`config.mk`:
```
export PLATFORM = sky130hd
export DESIGN_NAME = kfe_queue
export DESIGN_NICKNAME = d
export VERILOG_FILES = /design/src/hw/rtl/kfe_pkg.sv /design/src/hw/rtl/kfe_queue.sv
export VERILOG_INCLUDE_DIRS = /design/src /design/src/hw/rtl
export SDC_FILE = /design/constraint.sdc
export NUM_CORES = 1
export LEC_CHECK = 0
export BUFFER_PORTS_ARGS = -buffer_cell sky130_fd_sc_hd__clkbuf_2
export CORE_UTILIZATION = 50
export DETAILED_ROUTE_END_ITERATION = 8
export PLACE_DENSITY_LB_ADDON = 0.08
export SYNTH_ARGS = -nofsm -noshare
export SYNTH_HDL_FRONTEND = slang
export SYNTH_SLANG_ARGS = --single-unit
```
`constraint.sdc`:
```
create_clock -name i_clk -period 7.4 [get_ports i_clk]
set_clock_uncertainty 0.05 [all_clocks]
set_input_delay 0 -clock i_clk [delete_from_list [all_inputs] [get_ports i_clk]]
set_output_delay 0 -clock i_clk [all_outputs]
set_load 0.1 [all_outputs]
```
`src/hw/rtl/knapsack_fitness_eval_assert.svh`:
```
// Assertion macros shared by the knapsack fitness evaluator modules.
// Each macro expects i_clk and i_rst_n in the scope where it is used.
`ifndef KNAPSACK_FITNESS_EVAL_ASSERT_SVH
`define KNAPSACK_FITNESS_EVAL_ASSERT_SVH

// Same-cycle implication, checked out of reset
`define KFE_ASSERT_NOW(lbl, ante, cons, msg) \
    lbl: assert property (@(posedge i_clk) disable iff (!i_rst_n) (ante) |-> (cons)) \
        else $error(msg);

// Next-cycle implication, checked out of reset
`define KFE_ASSERT_NEXT(lbl, ante, cons, msg) \
    lbl: assert property (@(posedge i_clk) disable iff (!i_rst_n) (ante) |=> (cons)) \
        else $error(msg);

`endif

```
`src/hw/rtl/kfe_pkg.sv`:
```
// Package for the knapsack fitness evaluator: field widths, codes and word types.
// Used by kfe_front, kfe_queue, kfe_back and knapsack_fitness_eval.
package kfe_pkg;

    // Fixed field widths
    localparam int CHROM_W  = 64;
    localparam int IDX_IN_W = 6;
    localparam int IN_VAL_W = 16;
    localparam int OUT_W    = 22;
    localparam int CNT_W    = 7;
    localparam int CAP_W    = 24;
    localparam int ACT_W    = 7;
    localparam int CFG_W    = 24;
    localparam int CFG_IDX_W = 1;

    // Defaults for the top-level parameters
    localparam int KFE_MAX_OBJECTS = 64;
    localparam int KFE_VALUE_BITS  = 16;

    // Queue between front and back
    localparam int QUEUE_DEPTH = 2;

    // Item kinds
    localparam logic KIND_LOAD = 1'b0;
    localparam logic KIND_EVAL = 1'b1;

    // Configuration register indexes
    localparam logic [CFG_IDX_W-1:0] CFG_CAPACITY = 1'b0;
    localparam logic [CFG_IDX_W-1:0] CFG_ACTIVE   = 1'b1;

    localparam logic [ACT_W-1:0] ACTIVE_RESET = 7'd64;
    localparam logic [OUT_W-1:0] OUT_MAX      = {OUT_W{1'b1}};

    // Input word
    typedef struct packed {
        logic                kind;
        logic [IDX_IN_W-1:0] obj_index;
        logic [IN_VAL_W-1:0] obj_profit;
        logic [IN_VAL_W-1:0] obj_weight;
        logic [CHROM_W-1:0]  chromosome;
    } t_kfe_in;

    // Result word
    typedef struct packed {
        logic [OUT_W-1:0] fitness;
        logic [OUT_W-1:0] total_weight;
        logic [CNT_W-1:0] selected_count;
        logic             over_capacity;
    } t_kfe_out;

    // Classified word held in the queue; sel has inactive bits cleared
    typedef struct packed {
        logic                kind;
        logic [IDX_IN_W-1:0] obj_index;
        logic [IN_VAL_W-1:0] obj_profit;
        logic [IN_VAL_W-1:0] obj_weight;
        logic [CHROM_W-1:0]  sel;
    } t_kfe_qent;

endpackage

```
`src/hw/rtl/kfe_queue.sv`:
```
// Short FIFO between the front end and the evaluation back end.
// Depends on kfe_pkg and the assertion macro header.
`include "knapsack_fitness_eval_assert.svh"
module kfe_queue (
    input  logic               i_clk,
    input  logic               i_rst_n,
    input  logic               i_push,
    input  kfe_pkg::t_kfe_qent i_ent,
    input  logic               i_pop,
    output logic               o_full,
    output logic               o_valid,
    output kfe_pkg::t_kfe_qent o_ent
);

    localparam int DEPTH = kfe_pkg::QUEUE_DEPTH;
    localparam int PTR_W = (DEPTH > 1) ? $clog2(DEPTH) : 1;
    localparam int CNT_W = $clog2(DEPTH + 1);

    kfe_pkg::t_kfe_qent r_mem [DEPTH];
    logic [PTR_W-1:0]   r_wr_ptr;
    logic [PTR_W-1:0]   r_rd_ptr;
    logic [CNT_W-1:0]   r_count;
    logic [PTR_W-1:0]   n_wr_ptr;
    logic [PTR_W-1:0]   n_rd_ptr;
    logic [CNT_W-1:0]   n_count;
    logic               w_do_pop;

    assign o_full   = (r_count == CNT_W'(DEPTH));
    assign o_valid  = (r_count != '0);
    assign o_ent    = r_mem[r_rd_ptr];
    assign w_do_pop = i_pop && o_valid;

    // Advance pointers with wrap at the depth
    always_comb begin
        n_wr_ptr = r_wr_ptr;
        n_rd_ptr = r_rd_ptr;
        n_count  = r_count;
        if (i_push) begin
            n_wr_ptr = (r_wr_ptr == PTR_W'(DEPTH - 1)) ? '0 : r_wr_ptr + 1'b1;
        end
        if (w_do_pop) begin
            n_rd_ptr = (r_rd_ptr == PTR_W'(DEPTH - 1)) ? '0 : r_rd_ptr + 1'b1;
        end
        if (i_push && !w_do_pop) begin
            n_count = r_count + 1'b1;
        end else if (!i_push && w_do_pop) begin
            n_count = r_count - 1'b1;
        end
    end

    always_ff @(posedge i_clk) begin
        if (!i_rst_n) begin
            r_wr_ptr <= '0;
            r_rd_ptr <= '0;
            r_count  <= '0;
        end else begin
            r_wr_ptr <= n_wr_ptr;
            r_rd_ptr <= n_rd_ptr;
            r_count  <= n_count;
        end
    end

    // Store words
    always_ff @(posedge i_clk) begin
        if (i_push) begin
            r_mem[r_wr_ptr] <= i_ent;
        end
    end

    `KFE_ASSERT_NOW(a_q_no_overflow, o_full && !w_do_pop, !i_push, "push into a full queue")
    `KFE_ASSERT_NOW(a_q_count_bound, 1'b1, r_count <= CNT_W'(DEPTH), "queue count beyond depth")
    `KFE_ASSERT_NEXT(a_q_fill, i_push && !w_do_pop && !o_full, r_count == $past(r_count) + 1'b1,
        "queue count did not follow a push")

endmodule

```
# After elaboration in Yosys (flattened, before gate mapping)

Memories as Yosys holds them, arrays and structs flattened. A register that Yosys moved wholly into a read port is not among the register bits.
Cells that the tools add are included.

Add/sub/neg operators: 4
Equal/unequal tests: 1
Multiplexer cells: 8
Reduce and logical (&&, ||, !) cells: 7

Operators with widths:

| operator                                                            | number |
|---|---|
| 1-bit 2-to-1 mux                                                    | 6 |
| 2-bit 2-to-1 mux                                                    | 2 |
| 2-bit nonzero test                                                  | 2 |
| 1-bit logical AND                                                   | 3 |
| 1-bit adder (second input constant)                                 | 2 |
| 2-bit by 1-bit adder with 2-bit output (second input constant)      | 1 |
| 2-bit equality test (second input constant)                         | 1 |
| 1-bit logical NOT                                                   | 2 |
| 2-bit by 1-bit subtractor with 2-bit output (second input constant) | 1 |

Flip-flop bits (word level): 4
Memory bits (writable): 206
Output and inout port bits: 105
Memories kept: 1

Memory list:

| memory | words | bits a word | read ports | clocked after memory_dff | write ports | RTL line        | text |
|---|---|---|---|---|---|---|---|
| r_mem  | 2     | 103         | 1          | 1                        | 1           | kfe_queue.sv:19 | `kfe_pkg::t_kfe_qent r_mem [DEPTH];` |

# Logic depth before layout (Yosys ltp)

Gate-level depths: netlist of the first run.

Word-level depth: 5
Gate-level depth with buffers: 5
Depth with buffers taken out: 5

# Worst setup path after synthesis of the first run

No wires, ideal clock.

Kind: register -> register
Start point: register r_wr_ptr
End point: memory r_mem[0][0] (netlist name), enable pin
Arrival time: 4.875 ns
Slack: 1.896 ns
Cell stages (with the launch flop): 2
Clock period less this slack: 5.504 ns
Path through: dfxtp_1 -> nor2b_1

RTL lines:

| element                | RTL line        | text |
|---|---|---|
| start, declared        | kfe_queue.sv:20 | `logic [PTR_W-1:0] r_wr_ptr;` |
| start signal, assigned | kfe_queue.sv:57 | `r_wr_ptr <= n_wr_ptr;` |
| end, declared          | kfe_queue.sv:19 |  |

No word-level cell before the write port.

==> out/qor.yml, run 1 <==
grt:
  grt_pass1_vias: 4658
  grt_util_all_layers_pct: 19.4
  grt_pass1_wl_um: 23700
  grt_start_max_net_pins: 63
  antenna_found_initial: 0
  overflow: 0
clock_tree:
  clockBufferDepth: 3
  cts-root-buf: "clkbuf_16"
  cts_tree: "built"
  cts.sinks: 211
  cts_buffers: 22
  path_clk_slew_ns: 0.06
  clkLatencyLatePin_ns: 0.48
  cts_max_level: 1
  cts_resized: 0
cells_and_area:
  fin_util_pct: 71.9
  drive_gt1_share_pct: 51.2
  finalNetCount: 784
  fillers: 979
  stdcell_area_sq_um: 10600
  fin_cells: 874
  syn_to_final_growth_pct: 38.3
  num_antenna_cells: 0
synthesis:
  syn_area_sq_um: 7670
  avgSynthCellArea_sq_um: 22.4
  yosys_warnings: 0
  yosysTopAreaCell: "edfxtp_1"
  yosysSeqAreaShare_pct: 82.0
  synth_top_cell_area_share_pct: 80.7
  synth_cell_types: 17
  synth-seq-cells: 211
  synthCells: 342
  syn_nets: 450
  synth_area_leaders: "edfxtp_1 (81%), mux2_2 (15%), dfxtp_1 (1.3%), buf_6 (1.0%), and2_1 (0.33%)"
power_and_ir_drop:
  vdd_drop_max_v: 0.000308
  p_leak_nw: 4.07
  fin_total_pwr_mw: 4.17
  powerDensity_nw_per_um2: 394
critical_path:
  cp_data_arrival_time_ns: 2.82
  path_delay_family: "buffers and inverters"
  path_cells: "buf_4 -> mux2_2 -> clkbuf_2"
  crit_required_ns: 7.35
  max_stage_delay_ns: 0.73
  slowest_stage: "buf_4"
  cp-start-kind: "flop"
  crit_type: "flop to output pin"
  path_buf_inv: 2
  critical_path.max_fanout: 62
  worst_setup_path_end_kind: "output pin"
placed_design:
  numPortBuffers: 211
  hpwlAfterDp_um: 8810
  dp.cells: 730
  dp_slack_ns: 5.00
  place.gp.congestion: 0.748
  dpl_cell_area_sq_um: 8900
floorplan:
  io_pins: 212
  rows: 44
  core_sq_um: 14800
  dieArea_sq_um: 15800
  chipHeight_um: 126
  chipWidth_um: 126
  start_util_pct: 52.0
sta:
  slew-limit-headroom_pct: 44.4
  setup_viol: 0
  tightest_slew_ns: 0.835
  setup_slack_ns: 4.53
  setup_tns_ns: 0
  slew_viol_final: 0
  rsz0062_at_grt: "no"
  fin_crit_ns: 2.87
  whs_ns: 0.0362
  fmax_mhz: 348
  hold_violations: 0
  finalCritPeriodShare_pct: 38.8
drt:
  drtPass1Iterations: 4
  remaining_drc_errors: 0
  viasPerCell: 4.97
  vias: 4347
  wl_um: 15300
  drtIter0Drc: 203
  final_antenna_net_count: 0
  route.detailed.wl_per_inst_um: 17.4
flow_run:
  max_cap_violations: 0
outcome:
  status: "complete, no violations"
hold_path:
  hold_path.class: "input pin to flop"
layer usage:
| layer | track usage, % | vias to the layer above | routed length (um) |
|---|---|---|---|
| met4 | 6.17 | 0 | 384 |
| li1 | - | 2030 | - |
| met3 | 5.18 | 30 | 1020 |
| met1 | 24.2 | 2110 | 6170 |
| met2 | 33.3 | 177 | 7680 |
| met5 | 0 | - | 0 |
synthesized netlist by cell type:
master,number
buf_2,3
edfxtp_1,206
xor2_1,1
o21ai_1,1
xnor2_1,2
nor2b_1,3
dfxtp_1,5
o21ai_0,1
a21boi_1,1
and2_1,4
o21a_1,1
or3_1,1
or2_2,1
ha_1,1
buf_4,1
buf_6,7
mux2_2,103
state kept, by name (all words and copies together), names as in the netlist, named ones only:
register	flops
r_count	2
r_mem	206
r_rd_ptr	1
r_wr_ptr	1
power breakdown:
group	switching (mW)	internal, mW	total, mW
Clock	0.412	0.564	0.976
Sequential	0.0575	1.39	1.45
Combinational	1.39	0.355	1.75
Total	1.86	2.31	4.17
final timing paths:
kind / endpoint / slack [ns] / startpoint / cells past startpoint
hold / removal: r_count[1] / 0.04 / i_push / 4
setup / recovery: o_ent[28] / 4.53 / flop / 3
hold reg to reg: r_count[1] / 0.49 / r_count[1] / 2
setup reg to reg: r_mem[1][0] / 5.23 / r_wr_ptr / 2
worst register-to-register path, cell delays in order, from the launching register on:
cell and delay, ns:
dfxtp_1 0.39, and2_4 0.65, buf_4 0.70
kinds of logic (layout without fill, tap and decap cells):
logic type               after synthesis  after routing  synth area share (%)
AND/OR/NAND/NOR                        9              9                 0.734
flip-flops                           211            211                  82.0
multiplexers                         103            103                  15.1
buffers and inverters                 11            359                  1.32
XOR/XNOR                               3              3                 0.343
adder cells (fa/ha/maj)                1              1                 0.163
AO/OA/AOI/OAI                          4              4                 0.326
what timing repair did:
item	4_1_cts	5_1_grt
buffers inserted	0	0
hold buffers	106	0
endpoints found under the hold margin	211	0
placed cells by master (no fill, tap or decap):
master	instances
clkbuf_2	211
edfxtp_1	206
dlygate4sd3_1	106
mux2_2	103
clkbuf_16	23
clkinv_2	7
clkbuf_1	4
buf_4	4
dfxtp_1	4
and2_1	3
clkinv_1	3
xnor2_1	2
nor2b_1	2
or2_2	1
o21ai_1	1
and2_4	1
nor2b_4	1
o21a_1	1
xor2_1	1
o21ai_0	1
or3_1	1
a21boi_1	1
ha_1	1
dfxtp_4	1
clkinvlp_4	1
final cells by class:
cell class	count	area [sq um]	area share, %
sequential	211	6290	59.3
clock inverter	11	53.8	0.507
timing repair buffer	321	2150	20.3
clock buffer	27	591	5.57
multi-input combinational	120	1290	12.2
tap	184	230	2.17
Power figures use the tool's default switching activity.
==> run 2: changes to the inputs <==
--- a/config.mk
+++ b/config.mk
@@ -6,6 +6,7 @@
 export SDC_FILE = /design/constraint.sdc
 export NUM_CORES = 1
 export LEC_CHECK = 0
+export ABC_AREA = 1
 export BUFFER_PORTS_ARGS = -buffer_cell sky130_fd_sc_hd__clkbuf_2
 export CORE_UTILIZATION = 50
 export DETAILED_ROUTE_END_ITERATION = 8
==> constraint.sdc (replaced) <==
create_clock -name i_clk -period 2.81 [get_ports i_clk]
set_clock_uncertainty 0.05 [all_clocks]
set_input_delay 0 -clock i_clk [delete_from_list [all_inputs] [get_ports i_clk]]
set_output_delay 0 -clock i_clk [all_outputs]
set_load 0.1 [all_outputs]
==> out/qor.yml, run 2 <==
outcome:
  status: "complete, no violations"
synthesis:
  ys.flop_type: "edfxtp_1"
  synth-edff-count: 206  # unchanged
  yosysMostFrequentCell: "edfxtp_1"
  synthTopCellsByCount: "edfxtp_1 (206), mux2_2 (103), nand2_1 (9)"
  syn_area_sq_um: 7680  # +0.20%
  synthArstFlopShare_pct: 0  # unchanged
  synth-seq-cells: 211  # unchanged
  synth_area_leaders: "edfxtp_1 (81%), mux2_2 (15%), dfxtp_1 (1.3%), buf_6 (1.0%), nand2_1 (0.44%)"
  yosysTopAreaCell: "edfxtp_1"
  syn_nets: 464  # +3.1%
  avgSynthCellArea_sq_um: 21.6  # -3.7%
  synthCells: 356  # +4.1%
  synth_top_cell_area_share_pct: 80.5  # -0.16 points
  yosys_warnings: 0  # unchanged
  synth_cell_types: 15  # -2
  yosysSeqAreaShare_pct: 81.8  # -0.16 points
placed_design:
  place.gp.congestion: 0.720  # -3.7%
  hpwlAfterDp_um: 8800  # about the same
  numPortBuffers: 211  # unchanged
  dp_slack_ns: 1.11  # -3.88 ns
  dp.cells: 746  # +2.2%
cells_and_area:
  regMostFlops: "r_mem"
  fin_cells: 889  # +1.7%
  layout_commonest_cell: "clkbuf_2"
  largest_registers: "r_mem x206, r_count x2"
  drive_gt1_share_pct: 49.5  # -1.7 points
  final_cell_mix: "clkbuf_2 (211), edfxtp_1 (206), dlygate4sd3_1 (108)"
  finalNetCount: 801  # +2.2%
  syn_to_final_growth_pct: 38.7
  largest_reg_flops: 206  # unchanged
  num_antenna_cells: 0  # unchanged
clock_tree:
  clkLatencyLatePin_ns: 0.48  # about the same
  clockBufferDepth: 3  # unchanged
  cts.sinks: 211  # unchanged
  path_clk_slew_ns: 0.06  # about the same
  cts_buffers: 21  # -4.5%
  cts_setup_buffers: 0  # unchanged
  cts_max_level: 1  # unchanged
  cts_tree: "built"
  cts_resized: 0  # unchanged
  cts-root-buf: "clkbuf_16"
floorplan:
  rows: 44  # unchanged
  core_sq_um: 14800  # unchanged
  start_util_pct: 52.1  # +0.10 points
  dieArea_sq_um: 15900  # +0.19%
  io_pins: 212  # unchanged
  chipWidth_um: 126  # about the same
  chipHeight_um: 126  # about the same
critical_path:
  crit_required_ns: 2.76  # -4.59 ns
  slowest_stage: "buf_4"
  critical_path.max_fanout: 43  # -31%
  cp-start-kind: "flop"
  worst_setup_path_end_kind: "output pin"
  cp_data_arrival_time_ns: 2.12  # -0.70 ns
  crit_type: "flop to output pin"
  path_cells: "buf_4 -> mux2_2 -> clkbuf_2"
  max_stage_delay_ns: 0.46  # -0.27 ns
  path_delay_family: "buffers and inverters"
  reg2regPathDepth: 5  # +3
  r2r-start: "r_wr_ptr"
  rrSetupSlack_ns: 0.93  # -4.30 ns
  path_buf_inv: 2  # unchanged
  rr_endpoint: "r_wr_ptr"
sta:
  finalCritPeriodShare_pct: 77.3
  setup_viol: 0  # unchanged
  setup_tns_ns: 0  # unchanged
  slew_viol_final: 0  # unchanged
  slew-limit-headroom_pct: 53.9  # +9.5 points
  hold_violations: 0  # unchanged
  fmax_mhz: 461
  tightest_slew_ns: 0.692  # -0.143 ns
  rsz0062_at_grt: "no"
  fin_crit_ns: 2.17
  whs_ns: 0.197  # +0.161 ns
  setup_slack_ns: 0.639  # -3.89 ns
drt:
  route.detailed.wl_per_inst_um: 17.0  # -2.6%
  wl_um: 15100  # -0.90%
  remaining_drc_errors: 0  # unchanged
  vias: 4360  # +0.30%
  final_antenna_net_count: 0  # unchanged
  viasPerCell: 4.90  # -1.4%
  drtPass1Iterations: 4  # unchanged
  top_layer_used: "met4"
  met3WireLength_um: 945  # -6.9%
  met1_length_um: 5950  # -3.5%
  drtIter0Drc: 211  # +3.9%
  dr_wl_met2_um: 7850  # +2.3%
grt:
  overflow: 0  # unchanged
  grt_start_max_net_pins: 61  # -3.2%
  grt_util_all_layers_pct: 19.4  # -0.035 points
  antenna_found_initial: 0  # unchanged
  grt_pass1_wl_um: 24000  # +0.87%
  grt_pass1_vias: 4828  # +3.6%
power_and_ir_drop:
  powerDensity_nw_per_um2: 806  # +100%
  vdd_drop_max_v: 0.000598  # +94%
  p_leak_nw: 4.11  # +0.93%
flow_run:
  max_cap_violations: 0  # unchanged
hold_path:
  worst_hold_path.num_cells: 2  # -2
  hold_end: "r_mem[1][98]"
  hold_path.class: "input pin to flop"
  min_from: "i_ent[98]"
## run 2: cell types whose count changed in the layout (fill, tap and decap cells not counted), sizes merged, moves of 3 or more
cell	previous run	this run
and2	4	0
nand2	0	9
inv	0	7
nor2	0	8
nor2b	3	0
## run 2: power by group
group,internal [mW],total [mW],switching [mW]
Clock,1.45,2.52,1.07
Sequential,3.65,3.69,0.0426
Combinational,0.511,2.38,1.87
## run 2: metrics by stage
step                utilization, %  total power [mW]  area (sq um)
floorplan                        -              5.68          7690
global placement              60.8              5.99          8960
detailed placement            60.8              6.02          8960
CTS                           72.2              8.66         10700
global route                  72.2              8.86         10700
finish                        72.2              8.59         10700
## run 2: cell type report
| type | count | area, sq um |
|---|---|---|
| sequential | 211 | 6290 |
| fill | 982 | 4100 |
| timing repair buffer | 325 | 2220 |
| multi-input combinational | 126 | 1270 |
| clock buffer | 25 | 541 |
| tap | 184 | 230 |
| clock inverter | 10 | 71.3 |
| inverter | 8 | 33.8 |
## run 2: worst max path at each step
stage	slack, ns	to	from	depth (start not counted)
after floorplan	0.41	r_mem[1][0]	r_wr_ptr	2
final	0.64	o_ent[71]	flop	3
after CTS	0.60	o_ent[45]	flop	3
after detailed placement	1.11	o_ent[45]	flop	3
after global routing	0.54	o_ent[53]	flop	3
after global placement	1.16	o_ent[102]	flop	3
## run 2: repair_timing
item,in CTS,in global routing
endpoints found under the hold margin,211,0
hold buffers,108,0
setup endpoints to repair,0,0
## run 2: metal layers
metal  vias up  GRT usage [%]
met2       153           35.6
met3        28           4.33
met5         -          0.929
li1       2066              -
met1      2113           22.8
met4         0           5.39
## run 2: cell families (layout without fill, tap and decap cells)
| group | count (synthesis) | in the layout | share of synthesized area, % |
|---|---|---|---|
| DFF | 211 | 211 | 81.8 |
| muxes | 103 | 103 | 15.1 |
| and+or+nand+nor | 19 | 19 | 0.977 |
| buffers and inverters | 19 | 368 | 1.71 |
| AOI/OAI and AO/OA | 3 | 3 | 0.228 |
| adders and majority gates | 1 | 1 | 0.163 |
==> run 3: changes to the inputs <==
==> constraint.sdc (replaced) <==
create_clock -name i_clk -period 2.15 [get_ports i_clk]
set_clock_uncertainty 0.05 [all_clocks]
set_input_delay 0 -clock i_clk [delete_from_list [all_inputs] [get_ports i_clk]]
set_output_delay 0 -clock i_clk [all_outputs]
set_load 0.1 [all_outputs]
==> out/qor.yml, run 3 (synthesis results as in run 2) <==
outcome:
  status: "complete, no violations"
critical_path:
  path_cells: "buf_12 -> mux2_2 -> clkbuf_2"
  worst_setup_path_end_kind: "output pin"
  slowest_stage: "mux2_2"
  rr_endpoint: "r_wr_ptr"
  rrSetupSlack_ns: 0.32  # -0.61 ns
  max_stage_delay_ns: 0.41  # -0.05 ns
  cp-start-kind: "flop"
  r2r-start: "r_wr_ptr"
  crit_required_ns: 2.10  # -0.66 ns
  reg2regPathDepth: 5  # unchanged
  cp_data_arrival_time_ns: 2.02  # -0.10 ns
  critical_path.max_fanout: 71  # +65%
  crit_type: "flop to output pin"
hold_path:
  min_from: "i_ent[29]"
  worst_hold_path.num_cells: 2  # unchanged
  hold_end: "r_mem[1][29]"
  hold_path.class: "input pin to flop"
grt:
  antenna_found_initial: 0  # unchanged
  grt_pass1_vias: 4685  # -3.0%
  overflow: 0  # unchanged
  grt_pass1_wl_um: 23500  # -2.0%
  grt_start_max_net_pins: 72  # +18%
  grt_util_all_layers_pct: 19.0  # -0.36 points
sta:
  slew_viol_final: 0  # unchanged
  tightest_slew_ns: 0.575  # -0.116 ns
  slew-limit-headroom_pct: 61.8  # +7.9 points
  setup_tns_ns: 0  # unchanged
  fmax_mhz: 484
  rsz0062_at_grt: "no"
  setup_viol: 0  # unchanged
  setup_slack_ns: 0.0834  # -0.555 ns
  hold_violations: 0  # unchanged
  finalCritPeriodShare_pct: 96.1
  fin_crit_ns: 2.07
drt:
  vias: 4394  # +0.78%
  final_antenna_net_count: 0  # unchanged
  wl_um: 15100  # -0.17%
  route.detailed.wl_per_inst_um: 16.9  # -0.84%
  drtPass1Iterations: 4  # unchanged
  viasPerCell: 4.91  # +0.10%
  drtIter0Drc: 267  # +27%
  remaining_drc_errors: 0  # unchanged
floorplan:
  core_sq_um: 14800  # unchanged
  chipHeight_um: 126  # unchanged
  dieArea_sq_um: 15900  # unchanged
  start_util_pct: 52.1  # unchanged
  io_pins: 212  # unchanged
  chipWidth_um: 126  # unchanged
  rows: 44  # unchanged
clock_tree:
  cts_max_level: 1  # unchanged
  clockBufferDepth: 3  # unchanged
  cts_buffers: 22  # +4.8%
  path_clk_slew_ns: 0.06  # about the same
  clkLatencyLatePin_ns: 0.48  # about the same
  cts.sinks: 211  # unchanged
  cts_tree: "built"
  cts-root-buf: "clkbuf_16"
cells_and_area:
  multiInputGateArea_sq_um: 1270  # +0.20%
  syn_to_final_growth_pct: 40.5
  largest_registers: "r_mem x206, r_count x2"
  seqCellArea_sq_um: 6290  # about the same
  largest_reg_flops: 206  # unchanged
  fillers: 957  # -2.5%
  regMostFlops: "r_mem"
  num_antenna_cells: 0  # unchanged
  drive_gt1_share_pct: 49.8  # +0.29 points
  finalNetCount: 803  # +0.25%
  final_cell_mix: "clkbuf_2 (209), edfxtp_1 (206), dlygate4sd3_1 (109)"
  layout_commonest_cell: "clkbuf_2"
flow_run:
  max_cap_violations: 0  # unchanged
placed_design:
  place.gp.congestion: 0.758  # +5.3%
  hpwlAfterDp_um: 8900  # +1.1%
  numPortBuffers: 211  # unchanged
  dp_slack_ns: 0.597  # -0.516 ns
power_and_ir_drop:
  vdd_drop_max_v: 0.000901  # +51%
  p_leak_nw: 4.17  # +1.5%
  powerDensity_nw_per_um2: 1080  # +34%
## run 3: power by group
part           total (mW)  switching (mW)  internal (mW)
clock network        3.74            1.43           2.31
logic                3.12            2.44          0.677
registers            4.83          0.0603           4.77
## run 3: stage by stage
stage	hold slack [ns]	instance area (sq um)	utilization (%)	total power, mW	instances
2_1_floorplan	0.0489	7700	-	7.43	356
3_3_place_gp	0.139	8980	60.9	7.83	746
3_5_place_dp	0.143	8980	60.9	7.86	746
4_1_cts	0.169	10800	73.2	11.8	895
5_1_grt	0.174	10800	73.2	12.0	895
6_report	0.188	10800	73.2	11.7	895
## run 3: area by class of cell
type	instances	share of cell area, %
Clock buffer	30	5.58
Clock inverter	10	1.11
Inverter	8	0.313
Multi-Input combinational cell	126	11.8
Sequential cell	211	58.3
Tap cell	184	2.13
Timing Repair Buffer	326	20.8
## run 3: critical path: cells and delay by family, from the launching register on
kind	cells	cell delay, ns
buffers and inverters	2	0.68
muxes	1	0.41
DFF	1	0.35
## run 3: per-layer routing
layer	wire length (um)	up-vias	track usage, %
met1	5950	2129	22.9
met4	439	0	6.95
li1	-	2076	-
met3	958	31	4.50
met5	0	-	0
met2	7730	158	33.5
## run 3: worst max-delay path by stage
stage | cells after the start | end | slack [ns]
3_5_place_dp | 3 | o_ent[68] | 0.60
6_report | 3 | o_ent[70] | 0.08
3_3_place_gp | 3 | o_ent[68] | 0.59
5_1_grt | 3 | o_ent[70] | 0.008
4_1_cts | 3 | o_ent[68] | 0.07
2_1_floorplan | 2 | r_mem[1][0] | -0.21
## run 3: timing repair
action / CTS / global route
setup buffers: 0 / 0
endpoints found under the setup margin: 0 / 2
hold endpoints to repair: 211 / 0
gates resized for setup: 0 / 2
hold buffers: 109 / 0
