$ cat src/hw/rtl/knapsack_fitness_eval_assert.svh
// Assertion macros shared by the knapsack fitness evaluator modules.
// Each macro expects i_clk and i_rst_n in the scope where it is used.
`ifndef KNAPSACK_FITNESS_EVAL_ASSERT_SVH
`define KNAPSACK_FITNESS_EVAL_ASSERT_SVH

// Same-cycle implication, checked out of reset
`define KFE_ASSERT_NOW(lbl, ante, cons, msg) \
    lbl: assert property (@(posedge i_clk) disable iff (!i_rst_n) (ante) |-> (cons)) \
        else $error(msg);

// Next-cycle implication, checked out of reset
`define KFE_ASSERT_NEXT(lbl, ante, cons, msg) \
    lbl: assert property (@(posedge i_clk) disable iff (!i_rst_n) (ante) |=> (cons)) \
        else $error(msg);

`endif

$ cat src/hw/rtl/kfe_pkg.sv
// Package for the knapsack fitness evaluator: field widths, codes and word types.
// Used by kfe_front, kfe_queue, kfe_back and knapsack_fitness_eval.
package kfe_pkg;

    // Fixed field widths
    localparam int CHROM_W  = 64;
    localparam int IDX_IN_W = 6;
    localparam int IN_VAL_W = 16;
    localparam int OUT_W    = 22;
    localparam int CNT_W    = 7;
    localparam int CAP_W    = 24;
    localparam int ACT_W    = 7;
    localparam int CFG_W    = 24;
    localparam int CFG_IDX_W = 1;

    // Defaults for the top-level parameters
    localparam int KFE_MAX_OBJECTS = 64;
    localparam int KFE_VALUE_BITS  = 16;

    // Queue between front and back
    localparam int QUEUE_DEPTH = 2;

    // Item kinds
    localparam logic KIND_LOAD = 1'b0;
    localparam logic KIND_EVAL = 1'b1;

    // Configuration register indexes
    localparam logic [CFG_IDX_W-1:0] CFG_CAPACITY = 1'b0;
    localparam logic [CFG_IDX_W-1:0] CFG_ACTIVE   = 1'b1;

    localparam logic [ACT_W-1:0] ACTIVE_RESET = 7'd64;
    localparam logic [OUT_W-1:0] OUT_MAX      = {OUT_W{1'b1}};

    // Input word
    typedef struct packed {
        logic                kind;
        logic [IDX_IN_W-1:0] obj_index;
        logic [IN_VAL_W-1:0] obj_profit;
        logic [IN_VAL_W-1:0] obj_weight;
        logic [CHROM_W-1:0]  chromosome;
    } t_kfe_in;

    // Result word
    typedef struct packed {
        logic [OUT_W-1:0] fitness;
        logic [OUT_W-1:0] total_weight;
        logic [CNT_W-1:0] selected_count;
        logic             over_capacity;
    } t_kfe_out;

    // Classified word held in the queue; sel has inactive bits cleared
    typedef struct packed {
        logic                kind;
        logic [IDX_IN_W-1:0] obj_index;
        logic [IN_VAL_W-1:0] obj_profit;
        logic [IN_VAL_W-1:0] obj_weight;
        logic [CHROM_W-1:0]  sel;
    } t_kfe_qent;

endpackage

$ cat src/hw/rtl/kfe_front.sv
// Front end: accepts words, masks chromosome bits beyond the active count.
// Depends on kfe_pkg; feeds kfe_queue.
module kfe_front (
    input  logic                      i_clk,
    input  logic                      i_rst_n,
    input  logic                      i_start,
    input  kfe_pkg::t_kfe_in          i_item,
    input  logic [kfe_pkg::ACT_W-1:0] i_active,
    input  logic                      i_q_full,
    output logic                      o_busy,
    output logic                      o_push,
    output kfe_pkg::t_kfe_qent        o_ent
);

    logic               r_valid;
    logic               n_valid;
    kfe_pkg::t_kfe_qent r_ent;
    kfe_pkg::t_kfe_qent n_ent;
    logic               w_accept;

    // Hold the word while the queue is full
    assign o_push   = r_valid && !i_q_full;
    assign o_busy   = r_valid && i_q_full;
    assign w_accept = i_start && !o_busy;
    assign o_ent    = r_ent;

    // Classify: copy load fields, clear chromosome bits at or above the active count
    always_comb begin
        n_ent.kind       = i_item.kind;
        n_ent.obj_index  = i_item.obj_index;
        n_ent.obj_profit = i_item.obj_profit;
        n_ent.obj_weight = i_item.obj_weight;
        for (int j = 0; j < kfe_pkg::CHROM_W; j++) begin
            n_ent.sel[j] = i_item.chromosome[j] && (kfe_pkg::ACT_W'(j) < i_active);
        end
    end

    always_comb begin
        n_valid = r_valid;
        if (w_accept) begin
            n_valid = 1'b1;
        end else if (o_push) begin
            n_valid = 1'b0;
        end
    end

    always_ff @(posedge i_clk) begin
        if (!i_rst_n) begin
            r_valid <= 1'b0;
        end else begin
            r_valid <= n_valid;
        end
    end

    always_ff @(posedge i_clk) begin
        if (w_accept) begin
            r_ent <= n_ent;
        end
    end

endmodule

$ cat config.mk
export PLATFORM = sky130hd
export DESIGN_NAME = kfe_front
export DESIGN_NICKNAME = d
export VERILOG_FILES = /design/src/hw/rtl/knapsack_fitness_eval_assert.svh /design/src/hw/rtl/kfe_pkg.sv /design/src/hw/rtl/kfe_front.sv
export SDC_FILE = /design/constraint.sdc
export NUM_CORES = 1
export LEC_CHECK = 0
export BUFFER_PORTS_ARGS = -buffer_cell sky130_fd_sc_hd__buf_4
export CAP_MARGIN = 20
export CELL_PAD_IN_SITES_DETAIL_PLACEMENT = 1
export CELL_PAD_IN_SITES_GLOBAL_PLACEMENT = 1
export CORE_MARGIN = 5
export CORE_UTILIZATION = 35
export CTS_BUF_LIST = sky130_fd_sc_hd__clkbuf_4 sky130_fd_sc_hd__clkbuf_8 sky130_fd_sc_hd__clkbuf_16
export CTS_CLUSTER_DIAMETER = 120
export DETAILED_ROUTE_END_ITERATION = 7
export GPL_TIMING_DRIVEN = 1
export PLACE_DENSITY = 0.85
export SETUP_SLACK_MARGIN = 0.2
export SLEW_MARGIN = 5
export SYNTH_ARGS = -nofsm -noshare
export SYNTH_HDL_FRONTEND = slang
export SYNTH_SLANG_ARGS = --single-unit
$ cat constraint.sdc
create_clock -name i_clk -period 15.2 [get_ports i_clk]
set_input_delay 2.28 -clock i_clk [delete_from_list [all_inputs] [get_ports i_clk]]
set_output_delay 2.28 -clock i_clk [all_outputs]
set_load 0.01 [all_outputs]
Yosys cells after proc, flatten, opt, wreduce, memory -nomap -nowiden
Index checks and enable logic that the tools add are counted.
- output and inout bits: 105
- input bits: 114
- register bits after elaboration: 104
- reductions and logical operators: 70
- order comparisons: 64
- muxes and demuxes: 2
- operator list (cell ; count):
    6-bit by 7-bit less-than comparator with 1-bit output, first input constant ; 32
    5-bit by 7-bit less-than comparator with 1-bit output, first input constant ; 16
    1-bit logical AND ; 67
    4-bit by 7-bit less-than comparator with 1-bit output, first input constant ; 8
    3-bit by 7-bit less-than comparator with 1-bit output, first input constant ; 4
    1-bit by 7-bit less-than comparator with 1-bit output, first input constant ; 2
    2-bit by 7-bit less-than comparator with 1-bit output, first input constant ; 2
    1-bit logical NOT ; 2
    1-bit 2-to-1 mux ; 2
    2-bit nonzero test ; 1

Longest topological paths before layout
Gate-level depths: netlist (run 1).
- word-level depth: 4
- depth in mapped cells: 4
- mapped depth without buffers: 2

Worst setup path before layout (run 1)
No wires, ideal clock.
- kind: input-to-reg
- start: input i_q_full
- end: register r_ent (netlist bit o_ent[0]), enable pin
- path slack: 7576 ps
- cell stages on the path: 2
- library setup time: 577 ps
- arrival time: 7046 ps
- cells stage by stage: and2_1 -> nor2b_1
- word-level cells in the longest chain between the ends: 3
- ends and longest elaborated chain (item ; line ; source):
    from (decl) ; kfe_front.sv:9 ; input logic i_q_full,
    1-bit logical AND ; kfe_front.sv:23 ; assign o_busy = r_valid && i_q_full;
    1-bit logical NOT ; kfe_front.sv:24 ; assign w_accept = i_start && !o_busy;
    1-bit logical AND ; kfe_front.sv:24 ;
    to (signal assigned) ; kfe_front.sv:57 ; r_ent <= n_ent;
    to (decl) ; kfe_front.sv:17 ; kfe_pkg::t_kfe_qent r_ent;
No other way between the ends.
A chain may end at the register's enable or synchronous reset.

Worst setup path after layout (run 1)
- start: input i_q_full
- end: output o_busy
- word-level cells in the longest chain between the ends: 1
- ends and longest elaborated chain (item ; line ; source):
    1-bit logical AND ; kfe_front.sv:23 ;
    to (decl) ; kfe_front.sv:10 ; output logic o_busy,
No other way between the ends.

==> results summary, run 1 <==
The area added between synthesis and finish came out at 49.64%. The number of max-cap violations came out at 0. The die covers 14110 sq um.

The detailed placement HPWL came out at 10010 microns. The maximum clock frequency came out at 197.0 MHz. In this run, synthesis produced a sequential element count of 104. Among cell families on the critical path, the largest total delay comes from simple AND/OR/NAND/NOR gates. The sequential element share of the synthesized area is 0.7517. The TritonCTS clock tree is yes. The startpoint identified for the worst register-to-register timing path is r_valid$_SDFFE_PN0P_. At the end of routability-driven placement, the weighted congestion stood at 0.7861.

The die outline height is 118.8 microns. Across the routed clock network, the largest skew measured is 0.007362 ns. The multi-input logic area came out at 907.1 sq um. The total power divided by cell area is 111.9 nW/um^2. The distinct cell type count of the synthesized netlist came out at 28. The sequential cell area came out at 3113 sq um. The total design power is 693.5 uW. In this design, the stage delay of the slowest critical-path cell is 0.26 ns. The path depth of the worst reg2reg path came out at 4.

The cell area that synthesis handed to floorplanning was 4141 sq um. The most common library cell in the layout ignoring fill and taps is buf_4. The number of buffers created by CTS is 9. The run finished with clean final reports. In the routed design, unresolved DRC markers number 0. In the global route stage, overall resource usage came out at 0.1912. The leakage dissipation is 0.002538 uW. Across all layers, the routed design uses 3261 vias. Dividing the detail-routed via count by the number of cells gives 5.160. The cell count after placement is 615.

The count of standard-cell rows came out at 39. The library cells used most frequently in the layout, excluding fill and tap cells, are buf_4, edfxtp_1, o21ai_0. The worst setup path is captured at an output pin.

Clock tree synthesis found a total of 104 sinks. The logic depth of the worst path, buffers included is 3. The mean area per synthesized cell came out at 15.06 sq um. The starting density of the core came out at 0.3596. The sum of overflow across all layers after global routing came out at 0. The clock-pin slew on the worst setup and hold paths came out at 0.07 ns. The worst min-delay path category is reg2reg. The count of routing violations after the opening detailed-route iteration is 309. The yosys synthesis warning count came out at 0.

Setup slack on the worst reg-to-reg path comes out at 12.97 ns. The initial antenna violation count was 0. From left edge to right edge, the die measures 118.8 microns. The wire length of the first global-routing pass came out at 20640 microns. The maximum number of pins on one net before global-route repair came out at 64. In the synthesized netlist, the number of instances is 275. The core occupancy in the finished layout is 0.5381. The critical path starts at i_q_full.

The number of buffers between clock root and the deepest sink is 2. The actual transition at the worst max-transition pin is 0.8182 ns. The count of pins over their slew limit came out at 0. The total of endpoints with negative setup slack in the final report came out at 0.

The critical path class is in2out. The first detailed-routing pass ran for 4 iterations. The required time of the critical path is 12.92 ns.

The number of H-tree levels is 3. IR analysis of the VDD net gives a maximum drop of 0.00004545 V. The total of buffers placed on input and output ports came out at 218. The area of the placeable core came out at 11520 sq um. By area the synthesized netlist is led by edfxtp_1, a21boi_0, o21ai_0.

Among all stages on the critical path, the largest delay is contributed by and2_1. Once the clock tree was built, the resizer swapped 0 gates to a different size. Counting stages on the worst path, the most repeated cell is buf_4. The destination of the worst register-to-register timing path is o_ent[44]$_DFFE_PP_. The number of buffers added for setup after CTS is 0. The average routed wire per standard cell is 22.13 microns.

After the last flow step, the layout net total stands at 598. In this run the worst setup path terminates at o_busy. The number of standard cells in the final layout excluding fillers is 632. Of the cells placed in the final design, the portion with a size suffix greater than 1 is 0.4888. The highest net fanout along the worst path is 3. In this run the count of I/O pins placed on the die edge is 219.

The count of hold buffers inserted by post-cts repair is 0. The total buffers and inverters traversed by the critical path is 2. Summed over all instances, the cell type with the most area after synthesis is edfxtp_1.

When the netlist entered floorplanning its net count stood at 389. The root buffer cell is clkbuf_16. The final antenna-violating net count came out at 0.

The endpoint arrival time on the critical path is 2.80 ns. The worst setup path is launched from an input port. The count of fill cells added during filler insertion is 1201.

The top cell type's share of synthesized area is 0.7468. The later pin in the worst-skew pair is clocked with a latency of 0.34 ns. The number of hold violations in the final report is 0. The number of global-route vias before repair is 3527.

0 antenna diodes ended up in the layout. The final-layout setup total negative slack came out at 0 ns. Setup repair after global routing left no endpoint under its margin. The signal on the critical path passes through buf_4 -> and2_1 -> buf_4. The worst pin sits at a relative slew slack of 0.4531. The clock period minus worst slack is 5.076 ns. Dividing the final minimum period by the clock period gives 0.3339. The detailed-route wire length came out at 13990 microns.
==> power by group <==
part	leakage [uW]	total [uW]	switching, uW	internal [uW]
clock network	0.000160	253	107	147
logic	0.00136	96.0	48.0	48.0
registers	0.00102	344	5.86	338
total	0.00254	693	161	533
==> stage by stage <==
stage | instance area [sq um] | setup slack [ns] | hold slack [ns]
after global placement | 5851 | 10.19 | 0.6453
final | 6197 | 10.12 | 0.7474
after detailed placement | 5851 | 10.16 | 0.6957
after global routing | 6197 | 10.11 | 0.7624
after floorplan | 4141 | 7.576 | 0.6306
after CTS | 6177 | 10.16 | 0.7142
==> cell type report <==
cell class | count | share of cell area
sequential | 104 | 0.5023
timing repair buffer | 220 | 0.2685
multi-input combinational | 147 | 0.1464
clock buffer | 9 | 0.03634
tap | 143 | 0.02887
clock inverter | 7 | 0.01635
inverter | 2 | 0.001211
==> cell families after synthesis <==
| group | Yosys count | synth area share |
|---|---|---|
| buf+inv | 24 | 0.03112 |
| compound gates | 85 | 0.1363 |
| flops | 104 | 0.7517 |
| simple gates | 62 | 0.08097 |
==> worst min-delay path by stage <==
stage | startpoint | end | slack, ns | cells after the start
after floorplan | r_valid$_SDFFE_PN0P_ | r_valid$_SDFFE_PN0P_ | 0.63 | 2
after global placement | r_valid$_SDFFE_PN0P_ | r_valid$_SDFFE_PN0P_ | 0.65 | 2
after detailed placement | r_valid$_SDFFE_PN0P_ | r_valid$_SDFFE_PN0P_ | 0.70 | 2
after CTS | r_valid$_SDFFE_PN0P_ | r_valid$_SDFFE_PN0P_ | 0.71 | 2
after global routing | r_valid$_SDFFE_PN0P_ | r_valid$_SDFFE_PN0P_ | 0.76 | 2
final | r_valid$_SDFFE_PN0P_ | r_valid$_SDFFE_PN0P_ | 0.75 | 2
==> per-layer routing <==
layer	global-route usage	wire length [microns]	vias to the layer above
met4	0.05358	193	0
met1	0.2210	5308	1590
li1	-	-	1491
met3	0.05922	1171	15
met2	0.3421	7314	165
met5	0	0	-
==> sequential cells by signal, summed over array words and instances (netlist names) <==
register and flops:
o_ent 103, r_valid 1
==> synthesized netlist by cell type <==
master / count
buf_2: 13
buf_4: 2
o21ai_0: 26
nor2b_1: 3
nand2_1: 19
nand4_1: 7
dfxtp_1: 1
inv_1: 2
nor3_1: 3
and2_1: 5
o2bb2ai_1: 9
edfxtp_1: 103
and3_1: 1
a21oi_1: 14
nor4_4: 1
nor2_1: 3
a21o_1: 2
nand3_1: 16
or2_4: 1
a21boi_0: 21
buf_6: 2
or3_1: 1
o21a_1: 2
nor4_1: 1
clkbuf_1: 5
o311a_1: 6
o211ai_1: 5
nor4b_2: 1
==> worst reg2reg max path, delay by kind of cell, from the launching register on <==
kind	cells	cell delay [ns]
AND/OR/NAND/NOR	2	0.57
flip-flops	1	0.31
buffers and inverters	2	0.94
Note: power is estimated with default switching activity, not from simulation.
==> inputs of run 2 (changes only) <==
--- a/config.mk
+++ b/config.mk
@@ -10,12 +10,12 @@
 export CELL_PAD_IN_SITES_DETAIL_PLACEMENT = 1
 export CELL_PAD_IN_SITES_GLOBAL_PLACEMENT = 1
 export CORE_MARGIN = 5
-export CORE_UTILIZATION = 35
+export CORE_UTILIZATION = 34
 export CTS_BUF_LIST = sky130_fd_sc_hd__clkbuf_4 sky130_fd_sc_hd__clkbuf_8 sky130_fd_sc_hd__clkbuf_16
 export CTS_CLUSTER_DIAMETER = 120
 export DETAILED_ROUTE_END_ITERATION = 7
 export GPL_TIMING_DRIVEN = 1
-export PLACE_DENSITY = 0.85
+export PLACE_DENSITY = 0.83
 export SETUP_SLACK_MARGIN = 0.2
 export SLEW_MARGIN = 5
 export SYNTH_ARGS = -nofsm -noshare
==> constraint.sdc (replaced) <==
create_clock -name i_clk -period 5.2 [get_ports i_clk]
set_input_delay 0.78 -clock i_clk [delete_from_list [all_inputs] [get_ports i_clk]]
set_output_delay 0.78 -clock i_clk [all_outputs]
set_load 0.01 [all_outputs]
==> run 2 against run 1 <==
- cell area shrank 0.52%
- critical endpoint is now o_ent[60]$_DFFE_PP_
- setup slack lost 7.4 ns
- sequential power grew to 2.9 times the previous value
==> results summary, run 2 (same netlist as run 1, synthesis figures left out) <==
The endpoint arrival time on the critical path is 2.43 ns (-0.37 ns). The worst hold path belongs to the class in2reg. The area of the placeable core came out at 11960 sq um (+3.9%). The post-route clock skew came out at 0.006205 ns (-0.001157 ns).

The count of routing violations after the opening detailed-route iteration came out at 254 (-18%). The sum of overflow across all layers after global routing is 0 (unchanged). The critical path class is in2reg. The worst setup path is captured at a flip-flop. The path depth of the worst reg2reg path came out at 4 (unchanged). The DRC violations left came to 0 (unchanged).

The final weighted congestion in routability-driven placement was 0.7355 (-6.4%). The number of sinks on the clock net is 104 (unchanged). The flow ran to the end, and the final reports show no timing, DRC or antenna violations.

The global router's overall resource usage came out at 0.1765 (-0.01466). The count of standard-cell rows is 40 (+2.6%). The type of origin of the critical path is an input port. The number of buffers created by CTS was 9 (unchanged).

The count of pins over their slew limit was 0 (unchanged). The flip-flop count of the largest register, all copies and words added came out at 103 (unchanged). The wire length of the first global-routing pass is 19670 microns (-4.7%).

The highest net fanout along the worst path came out at 57 (+54). The number of buffers added for setup after CTS was 0 (unchanged). The final antenna-violating net count is 0 (unchanged). The total of buffers placed on input and output ports is 218 (unchanged). The worst ir drop on vdd is 0.0001265 V (+180%). The number of global-route vias before repair is 3502 (-0.71%).

The vias after detailed routing came out at 3260 (-0.031%). The insertion delay of the later-clocked pin in the worst-skew pair was 0.34 ns (about the same). The placed instance area came out at 5863 sq um (+0.21%). The number of buffers between clock root and the deepest sink is 2 (unchanged). Setup repair after global routing left no endpoint under its margin.

The cell sitting at the root of the clock tree is a clkbuf_16. The number of H-tree levels is 3 (unchanged). The number of cells on the worst hold path came out at 1 (-1). The die outline height was 120.4 microns (+1.3%). The post-layout instance area is 6165 sq um (-0.52%). The leakage dissipation came out at 0.002515 uW (-0.89%).

The post-layout net count is 598 (unchanged). The part of the cycle the worst path needs is 0.4728. The total I/O pin count is 219 (unchanged). The number of inserted diodes is 0 (unchanged).

The total of cells resized after clock tree synthesis came to 0 (unchanged). TritonCTS built the clock tree. The count of fill cells added during filler insertion is 1224 (+1.9%). The required time of the critical path came out at 5.17 ns (-7.75 ns). The maximum number of pins on one net before global-route repair came out at 58 (-9.4%). The sequential cell area is 3113 sq um (unchanged).

The die area is 14490 sq um (+2.7%). The area added between synthesis and finish is 48.85%. The initial antenna violation count is 0 (unchanged).

The starting density of the core is 0.3462 (-0.01339). The routed via count divided by cell count is 5.126 (-0.66%). The library cell used most frequently in the layout, excluding fill and tap cells, is buf_4.

The total power divided by cell area is 319.7 nW/um^2 (+190%). The average routed wire per standard cell came out at 20.69 microns (-6.5%). The multi-input logic area came out at 907.1 sq um (unchanged). The detailed-route wire length was 13160 microns (-5.9%). The detailed placement HPWL is 9679 microns (-3.3%).

The width of the die came out at 120.4 microns (+1.3%). The actual transition at the worst max-transition pin was 0.8297 ns (+0.01154 ns). The number of hold violations in the final report is 0 (unchanged).

Timing would allow up to 406.8 MHz. The relative slew slack is 0.4426 (-0.01052). The clock period minus worst slack came out at 2.458 ns.

The number of max-cap violations is 0 (unchanged). The clock-pin slew on the worst setup and hold paths came out at 0.07 ns (about the same). The count of hold buffers inserted by post-cts repair came to 0 (unchanged). The total of endpoints with negative setup slack in the final report is 0 (unchanged). The first-pass iteration count of the detailed router is 4 (unchanged). The final-layout setup total negative slack is 0 ns (unchanged). The fraction of final layout cells with drive strength greater than 1 is 0.4888 (unchanged). The library cells used most frequently in the layout, excluding fill and tap cells, are buf_4, edfxtp_1, o21ai_0.
-- run 2: cell count changes in the layout (fill, tap and decap cells not counted), sizes merged --
cell	change
inv	-2
clkbuf	+1
clkinvlp	+2
bufinv	-1
-- run 2: worst paths after layout --
| kind | startpoint | to | slack, ns |
|---|---|---|---|
| min | i_item[68] | o_ent[68]$_DFFE_PP_ | 0.61 |
| max | i_q_full | o_ent[60]$_DFFE_PP_ | 2.74 |
| max reg2reg | r_valid$_SDFFE_PN0P_ | o_ent[60]$_DFFE_PP_ | 3.00 |
| min reg2reg | r_valid$_SDFFE_PN0P_ | r_valid$_SDFFE_PN0P_ | 0.69 |
-- run 2: per-stage QoR --
stage | util | worst slack (ns) | hold WS, ns | instances | power [uW]
CTS | 0.5154 | 2.735 | 0.5969 | 636 | 1988
global placement | 0.4902 | 2.442 | 0.6439 | 620 | 1291
global route | 0.5154 | 2.637 | 0.5900 | 636 | 2049
detailed placement | 0.4902 | 2.364 | 0.6782 | 620 | 1304
finish | 0.5154 | 2.742 | 0.6098 | 636 | 1971
floorplan | - | 1.076 | 0.6478 | 275 | 1129
-- run 2: power breakdown --
group          leakage, uW  internal [uW]  switching, uW  total (uW)
sequential         0.00102            988           16.9        1010
clock             0.000142            382            308         690
combinational      0.00136            139            137         275
total              0.00251           1510            462        1970
-- run 2: area by class of cell --
cell class	instances	area share
Multi-Input combinational cell	147	0.1471
Clock inverter	6	0.01116
Timing Repair Buffer	220	0.2679
Inverter	2	0.001218
Sequential cell	104	0.5050
Tap cell	147	0.02984
Clock buffer	10	0.03775
-- run 2: metal layers --
metal	track usage	share of wire	vias up	wire length [microns]
met5	0	0	-	0
met4	0.05878	0.018	0	233
met3	0.06268	0.099	17	1298
met2	0.3032	0.51	155	6682
met1	0.2053	0.38	1602	4944
li1	-	-	1486	-
-- run 2: critical path, cell delays in order --
cell	delay, ns
buf_4	0.11
and2_1	0.19
nor2b_4	0.11
buf_4	0.50
buf_4	0.70
==> inputs of run 3 (changes only) <==
==> constraint.sdc (replaced) <==
create_clock -name i_clk -period 2.3 [get_ports i_clk]
set_input_delay 0.345 -clock i_clk [delete_from_list [all_inputs] [get_ports i_clk]]
set_output_delay 0.345 -clock i_clk [all_outputs]
set_load 0.01 [all_outputs]
==> run 3 against run 2 <==
- core utilization down 0.19 points
- sequential share of layout area up 0.19 points
- final cell count unchanged
- largest power group unchanged
- clock skew up 0.00098 ns
- setup slack worse by 1.9 ns
- cell area down 0.37%
- power up 120%
==> results summary, run 3 (same netlist as run 1, synthesis figures left out) <==
The number of buffers between clock root and the deepest sink is 2 (unchanged). The number of max-cap violations came to 0 (unchanged). The flow ran to the end, and the final reports show no timing, DRC or antenna violations. The worst setup path is of the reg2reg kind.

The routed via count divided by cell count is 5.088 (-0.74%). The relative slew slack came out at 0.5309 (+0.08833). The count of standard-cell rows came out at 40 (unchanged). The total power divided by cell area is 701.6 nW/um^2 (+120%). Setup repair after global routing left no endpoint under its margin. In the layout the commonest cells are buf_4, edfxtp_1, o21ai_0.

The final weighted congestion in routability-driven placement is 0.7321 (-0.46%). The worst hold path belongs to the class in2reg. The detailed placement HPWL is 9996 microns (+3.3%). The area of the placeable core is 11960 sq um (unchanged). The post-layout net count is 598 (unchanged). The total length of routed met2 wires is 6940 microns (+3.9%). The cell count after placement came out at 620 (unchanged).

The worst register-to-register path begins at r_valid$_SDFFE_PN0P_. The total of buffers placed on input and output ports is 218 (unchanged). The first-pass iteration count of the detailed router came out at 4 (unchanged). The post-layout instance area is 6142 sq um (-0.37%). The count of hold buffers inserted by post-cts repair was 0 (unchanged). The number of standard cells in the final layout excluding fillers is 636 (unchanged).

The global router's overall resource usage is 0.1812 (+0.004726). The part of the cycle the worst path needs came out at 0.6390. The path depth of the worst reg2reg path is 3 (-1). The initial antenna violation count is 0 (unchanged). For hold timing, the worst endpoint is o_ent[70]$_DFFE_PP_. The wire length of the first global-routing pass came to 20070 microns (+2.0%). The fraction of final layout cells with drive strength greater than 1 is 0.4867 (-0.002045). The die area is 14490 sq um (unchanged). The met1 wire length came out at 5196 microns (+5.1%). The total of cells resized after clock tree synthesis was 0 (unchanged).

The maximum clock frequency is 680.4 MHz. The worst ir drop on vdd came out at 0.0002822 V (+120%). TritonCTS built the clock tree. The total I/O pin count came out at 219 (unchanged). The highest net fanout along the worst path came out at 103 (+81%).

The maximum number of pins on one net before global-route repair came out at 104 (+79%). The total of endpoints with negative setup slack in the final report was 0 (unchanged). The endpoint arrival time on the critical path came out at 1.45 ns (-0.98 ns).

The number of H-tree levels is 3 (unchanged). The type of origin of the critical path is a flip-flop. The number of buffers added for setup after CTS came out at 0 (unchanged). The root buffer cell chosen for the clock tree is clkbuf_16. The count of fill cells added during filler insertion was 1239 (+1.2%). The clock period minus worst slack is 1.470 ns. The number of inserted diodes is 0 (unchanged). The DRC violations left was 0 (unchanged). The die outline height is 120.4 microns (unchanged).

The actual transition at the worst max-transition pin was 0.7018 ns (-0.1279 ns). The required time of the critical path is 2.28 ns (-2.89 ns). The insertion delay of the later-clocked pin in the worst-skew pair came out at 0.34 ns (about the same). The count of routing violations after the opening detailed-route iteration is 240 (-5.5%). The wire length on met3 is 1262 microns (-2.8%).

The leakage dissipation is 0.002511 uW (-0.14%). Routed signal wires occupy layers up through met4. The flip-flop count of the largest register, all copies and words added is 103 (unchanged). The worst setup path is captured at a flip-flop. The post-route clock skew came to 0.007188 ns (+0.0009830 ns). The detailed-route wire length came to 13570 microns (+3.1%). The sum of overflow across all layers after global routing came to 0 (unchanged). In this run the critical register-to-register path is captured at o_ent[63]$_DFFE_PP_. The most common library cell in the layout ignoring fill and taps is buf_4. The final-layout setup total negative slack is 0 ns (unchanged).

The number of hold violations in the final report is 0 (unchanged). The area added between synthesis and finish came out at 48.31%. The starting density of the core came to 0.3462 (unchanged). The number of buffers created by CTS is 9 (unchanged).

The number of sinks on the clock net came out at 104 (unchanged). The placed instance area is 5878 sq um (+0.26%). The final antenna-violating net count came to 0 (unchanged).

The average routed wire per standard cell is 21.33 microns (+3.1%). The number of cells on the worst hold path is 1 (unchanged). The vias after detailed routing came to 3236 (-0.74%). The number of global-route vias before repair came out at 3502 (unchanged). The startpoint identified for the worst hold timing path is i_item[70]. The width of the die came out at 120.4 microns (unchanged).

The count of pins over their slew limit is 0 (unchanged). The clock-pin slew on the worst setup and hold paths came out at 0.07 ns (about the same). The register-to-register path setup slack is 0.83 ns (-2.17 ns).
[run 3: cell count changes in the layout (fill, tap and decap cells not counted), sizes merged]
cell | previous run | this run
bufinv | 1 | 0
clkbuf | 10 | 9
clkinv | 2 | 7
clkinvlp | 2 | 0
inv | 3 | 2
[run 3: stage by stage]
stage               utilization  hold WS, ns  worst slack, ns  total power, uW
CTS                      0.5135       0.1627           0.8430             4359
detailed placement       0.4914       0.5243           0.5451             2957
global placement         0.4914       0.5237           0.6898             2927
global route             0.5135       0.1546           0.7817             4493
finish                   0.5135       0.1763           0.8303             4310
floorplan                     -       0.4439          -0.1668             2550
[run 3: critical path, cell delays in order, from the launching register on]
cell and delay [ns]:
dfxtp_1 0.32, and2_4 0.15, nor2b_4 0.12, buf_12 0.43
[run 3: per-layer routing]
metal | GRT usage | vias to the layer above
met5 | 0 | -
met4 | 0.04745 | 0
met3 | 0.06548 | 13
met2 | 0.3224 | 152
met1 | 0.2061 | 1583
li1 | - | 1488
[run 3: power breakdown]
group | internal (uW) | switching, uW
Clock | 724 | 678
Sequential | 2240 | 39.5
Combinational | 318 | 315
Total | 3280 | 1030
[run 3: worst max path at each step]
stage	from	to	cells past startpoint	slack (ns)
floorplan	i_q_full	o_ent[0]$_DFFE_PP_	2	-0.17
global placement	i_active[5]	o_ent[37]$_DFFE_PP_	3	0.69
detailed placement	i_active[5]	o_ent[37]$_DFFE_PP_	3	0.55
CTS	r_valid$_SDFFE_PN0P_	o_ent[17]$_DFFE_PP_	3	0.84
global route	r_valid$_SDFFE_PN0P_	o_ent[21]$_DFFE_PP_	3	0.78
finish	r_valid$_SDFFE_PN0P_	o_ent[63]$_DFFE_PP_	3	0.83
[run 3: area by class of cell]
cell class	count	area [sq um]	area share
multi-input cells	147	909.6	0.1481
well taps	147	183.9	0.02994
inverters	2	7.507	0.001222
repair buffers	220	1664	0.2709
flip-flops and latches	104	3113	0.5068
clock inverters	7	38.79	0.006315
clock buffers	9	225.2	0.03667
